### src/rtl/assert_macros.svh
// Assertion helpers shared by the RTL.
`ifndef ASSERT_MACROS_SVH
`define ASSERT_MACROS_SVH
`ifndef SYNTHESIS
`define ASSERT_IMPLIES(label, clk, rst_n, ante, cons) \
	label: assert property (@(posedge clk) disable iff (!rst_n) (ante) |-> (cons)) \
		else $error("same-cycle check failed");
`define ASSERT_NEXT(label, clk, rst_n, ante, cons) \
	label: assert property (@(posedge clk) disable iff (!rst_n) (ante) |=> (cons)) \
		else $error("next-cycle check failed");
`else
`define ASSERT_IMPLIES(label, clk, rst_n, ante, cons)
`define ASSERT_NEXT(label, clk, rst_n, ante, cons)
`endif
`endif

### src/rtl/atpd_pkg.sv
package atpd_pkg;

	// Sample width default and fixed field widths
	localparam int SAMPLE_BITS_DEF = 16;
	localparam int INDEX_BITS      = 32;
	localparam int FACTOR_BITS     = 16;
	localparam int ALPHA_BITS      = 17;

	// Configuration port geometry
	localparam int ADDR_BITS = 4;
	localparam int DATA_BITS = 32;

	// Register reset values
	localparam logic [FACTOR_BITS-1:0] RISE_RESET  = 16'd1024;
	localparam logic [FACTOR_BITS-1:0] FALL_RESET  = 16'd1638;
	localparam logic [ALPHA_BITS-1:0]  ALPHA_RESET = 17'd66;

	// Register indexes (byte address / 4)
	typedef enum logic [1:0] {
		REG_RISE  = 2'd0,
		REG_FALL  = 2'd1,
		REG_ALPHA = 2'd2
	} reg_idx_t;

	// Threshold test results for one sample
	typedef struct packed {
		logic above_rise;
		logic above_fall;
	} thresh_t;

endpackage

### src/rtl/atpd_thresh.sv
module atpd_thresh #(
	parameter int SAMPLE_BITS = atpd_pkg::SAMPLE_BITS_DEF
) (
	input  logic signed [SAMPLE_BITS-1:0]    sample,
	input  logic signed [SAMPLE_BITS+15:0]   avg,
	input  logic [atpd_pkg::FACTOR_BITS-1:0] rise_factor,
	input  logic [atpd_pkg::FACTOR_BITS-1:0] fall_factor,
	output atpd_pkg::thresh_t                thresh
);
	import atpd_pkg::*;

	logic signed [SAMPLE_BITS+27:0] lhs;
	logic signed [SAMPLE_BITS+32:0] rise_m;
	logic signed [SAMPLE_BITS+32:0] fall_m;

	// Exact compare: sample * 2^28 against average (Q.16) times factor (Q4.12)
	assign lhs    = $signed({sample, 28'd0});
	assign rise_m = avg * $signed({1'b0, rise_factor});
	assign fall_m = avg * $signed({1'b0, fall_factor});

	assign thresh.above_rise = lhs > rise_m;
	assign thresh.above_fall = lhs > fall_m;

endmodule

### config.mk
export PLATFORM = sky130hd
export DESIGN_NAME = atpd_thresh
export DESIGN_NICKNAME = d
export VERILOG_FILES = /design/src/rtl/assert_macros.svh /design/src/rtl/atpd_pkg.sv /design/src/rtl/atpd_thresh.sv
export SDC_FILE = /design/constraint.sdc
export NUM_CORES = 2
export LEC_CHECK = 0
export CORE_ASPECT_RATIO = 1.25
export CORE_MARGIN = 2
export CORE_UTILIZATION = 45
export DETAILED_ROUTE_END_ITERATION = 6
export DONT_BUFFER_PORTS = 1
export GPL_TIMING_DRIVEN = 0
export SLEW_MARGIN = 20
export SYNTH_ARGS = -nofsm -noshare
export SYNTH_HDL_FRONTEND = slang
export SYNTH_SLANG_ARGS = --single-unit
### constraint.sdc
create_clock -name vclk -period 17
set_input_delay 3.4 -clock vclk [all_inputs]
set_output_delay 3.4 -clock vclk [all_outputs]
set_load 0.03 [all_outputs]
-- Word level (Yosys, flattened, before mapping)
Index checks and enable logic that the tools add are counted.
- flip-flop bits (word level): 0
- input port bits: 80
- output and inout port bits: 2
- logic and storage cells: 4
- $mul: 2
- order comparisons: 2
- operator list (cell ; number):
    > comparator 44 x 49 -> 1 bit ; 2
    multiplier 32 x 17 -> 49 bit ; 2

-- Depth between registers and ports, before layout
- word-level depth: 2
- mapped depth: 36

-- Worst setup path before layout
Ideal clock, no wire load.
- path kind: input-to-output
- start point: in avg[7]
- end point: out thresh[1] in the netlist's numbering
- arrival time: 10.993 ns
- setup slack: 2.607 ns
- cell stages on the path: 34
- buffers on the path: 1
- cell sequence: clkbuf_1 -> nand2_1 -> fa_1 -> inv_1 -> fa_1 -> inv_1 -> fa_1 -> inv_1 -> fa_1 -> fa_1 -> inv_1 -> fa_1 -> inv_1 -> ha_1 -> a21oi_2 -> o21ai_1 -> a221oi_2 -> nor2_1 -> nor2_2 -> a211oi_1 -> a221o_1 -> a311oi_2 -> a21oi_1 -> a31o_1 -> ha_1 -> nand4_1 -> nor2_1 -> nand4_1 -> a2111oi_0 -> nand4_1 -> nor4b_1 -> nand4_1 -> nor4_1 -> a41oi_1
- RTL lines (element ; RTL line ; text):
    start: declaration ; atpd_thresh.sv:5 ; input logic signed [SAMPLE_BITS+15:0] avg,
    end: declaration ; atpd_thresh.sv:8 ; output atpd_pkg::thresh_t thresh

==> flow_metrics.py <==
metrics = {
    "placed_design": {
        "dp_hpwl_um": 99600,
        "routabilityCongestion": 0.9409,
        "dp_slack_ns": 0.5144,
        "port_buffers": 0,
        "placed_cell_area_um2": 38750,
    },
    "routing": {
        "drtPass1Iterations": 5,
        "vias_per_cell": 5.267,
        "route.vias.total": 28670,
        "ant_nets": 0,
        "post_drt_wl_per_cell_um": 20.65,
        "drc": 0,
        "initialDrtViolationCount": 2001,
        "wirelength_um": 112400,
    },
    "floorplanning": {
        "die_width_um": 261.9,
        "io_pins": 82,
        "fp.dieH_um": 326.3,
        "die_area_um2": 85440,
        "row_count": 118,
        "core-area_um2": 82530,
        "start_util_pct": 45.31,
    },
    "critical_path": {
        "crit_fanout": 10,
        "critPathCapture": "thresh[0]",
        "cp-end-kind": "output port",
        "path_common_cell": "fa_1",
        "crit_start": "avg[14]",
        "worstPathRequired_ns": 13.60,
        "slowest_delay_ns": 0.57,
        "worstSetupStartpointType": "input port",
        "crit_slowest_cell": "a2111oi_1",
        "critPathKind": "input port to output port",
        "worstPathArrival_ns": 13.16,
    },
    "final_layout": {
        "drive_above_1_share_pct": 1.409,
        "nFlopsAndLatches": 0,
        "final_cell_mix": "1,171 x inv_1, 978 x fa_1, 666 x nand2_1, 417 x and2_1, 276 x ha_1",
        "n_fill_cell": 8215,
        "layout_commonest_cell": "inv_1",
        "areaGrowthSynthToFinish_pct": 3.968,
        "postLayoutCellArea_um2": 38880,
        "nNetsFinal": 5664,
        "clock_buffers": 0,
        "regArea_um2": 0,
    },
    "synth": {
        "ys_seq_area_share_pct": 0,
        "syn_nets": 5662,
        "syn_avg_cell_area_um2": 8.641,
        "ys_warn_count": 0,
        "syn_area_um2": 37400,
        "synth_cell_types": 78,
        "syn_inst": 4328,
    },
    "sta": {
        "setup_ws_ns": 0.4374,
        "timing.final.crit_share_pct": 97.43,
        "slew_headroom_pct": 35.21,
        "worstMarginPinSlew_ns": 0.9719,
        "hold_viol": 0,
        "slew_violations": 0,
        "fin_crit_ns": 16.56,
        "fmax_mhz": 60.38,
        "tns_ns": 0,
        "setup_viol": 0,
    },
    "clocking": {
        "cts_hold_buf": 0,
    },
    "global_routing": {
        "overflow": 0,
        "antenna_found_initial": 22,
        "grt_max_degree": 13,
        "track_usage_pct": 27.28,
        "grt_pass1_vias": 30530,
        "grt_pass1_wl_um": 174400,
    },
    "run": {
        "drv_cap": 0,
    },
    "min_path": {
        "min_path_type": "input port to output port",
    },
    "status": {
        "outcome": "finished, final reports clean",
    },
}
## routing by layer
metal | part of all wire (%) | vias to the layer above | track usage [%]
li1 | - | 12570 | -
met1 | 36 | 14980 | 33.08
met2 | 51 | 933 | 47.24
met3 | 7.2 | 190 | 3.825
met4 | 5.8 | 4 | 13.60
met5 | 0.029 | - | 0
## what timing repair did
item,CTS,global route
resized for setup,0,68
endpoints found under the setup margin,0,2
buffers inserted,0,0
## metrics by stage
stage | util (%) | instances | hold slack [ns]
2_1_floorplan | - | 4328 | 7.237
3_3_place_gp | 46.95 | 5408 | 7.649
3_5_place_dp | 46.95 | 5408 | 7.648
4_1_cts | 46.95 | 5408 | 7.642
5_1_grt | 47.10 | 5438 | 7.683
6_report | 47.11 | 5443 | 7.637
## worst min path at each step
stage	startpoint	endpoint	slack, ns	cells after the start
2_1_floorplan	sample[15]	thresh[1]	7.24	4
3_3_place_gp	sample[15]	thresh[1]	7.65	4
3_5_place_dp	sample[15]	thresh[1]	7.65	4
4_1_cts	sample[15]	thresh[1]	7.64	4
5_1_grt	sample[15]	thresh[1]	7.68	4
6_report	sample[15]	thresh[1]	7.64	4
## cells by family after synthesis
family | after synthesis | share of synthesized area (%)
AOI/OAI and AO/OA | 345 | 6.193
xor gates and xnor gates | 78 | 1.827
muxes | 8 | 0.2141
and+or+nand+nor | 1260 | 16.27
buffers and inverters | 1383 | 13.91
adders and majority gates | 1254 | 61.59
## Yosys cell counts, types with 3 or more instances
cell type,number,share of area (%)
nor3_1,8,0.11
nand3_1,19,0.25
o31a_1,3,0.070
inv_1,1171,12
a31oi_1,11,0.18
or2_2,3,0.050
nand3b_1,3,0.060
buf_2,4,0.054
and2_1,417,7.0
xor2_1,25,0.59
xnor2_1,53,1.2
o21bai_1,9,0.18
a211oi_1,14,0.28
a211o_1,7,0.16
a21oi_2,3,0.070
clkbuf_1,206,2.1
nor2b_1,14,0.23
fa_1,978,52
o21ai_1,7,0.094
o21ai_0,53,0.71
ha_1,276,9.2
a21o_1,54,1.1
nor2_1,54,0.54
a21oi_1,100,1.3
nor4_1,4,0.067
nor3b_1,6,0.12
mux2i_1,8,0.21
o21a_1,17,0.34
a2111oi_0,3,0.070
o31ai_1,6,0.12
nand2b_1,12,0.20
a311oi_1,3,0.070
nand2_1,666,6.7
and3_1,15,0.25
o211ai_1,12,0.24
a221oi_1,3,0.070
nand4_1,27,0.45
## critical path: cells and delay by family
family,cells,cell delay (ns)
fa+ha+maj,8,3.67
compound gates,11,3.40
simple gates,7,1.69
buf+inv,5,0.80
xor+xnor,1,0.16
## area by class of cell
cell class / instances / area [µm²] / area share (%)
buffer: 212 / 849.6 / 2.185
antenna: 35 / 87.58 / 0.2253
tap: 1080 / 1351 / 3.475
multi-input combinational: 2945 / 32200 / 82.81
inverter: 1171 / 4395 / 11.30
Power is left out: the tool's default activity adds up to more than one toggle a clock period on the data nets, which glitch-free logic cannot reach.
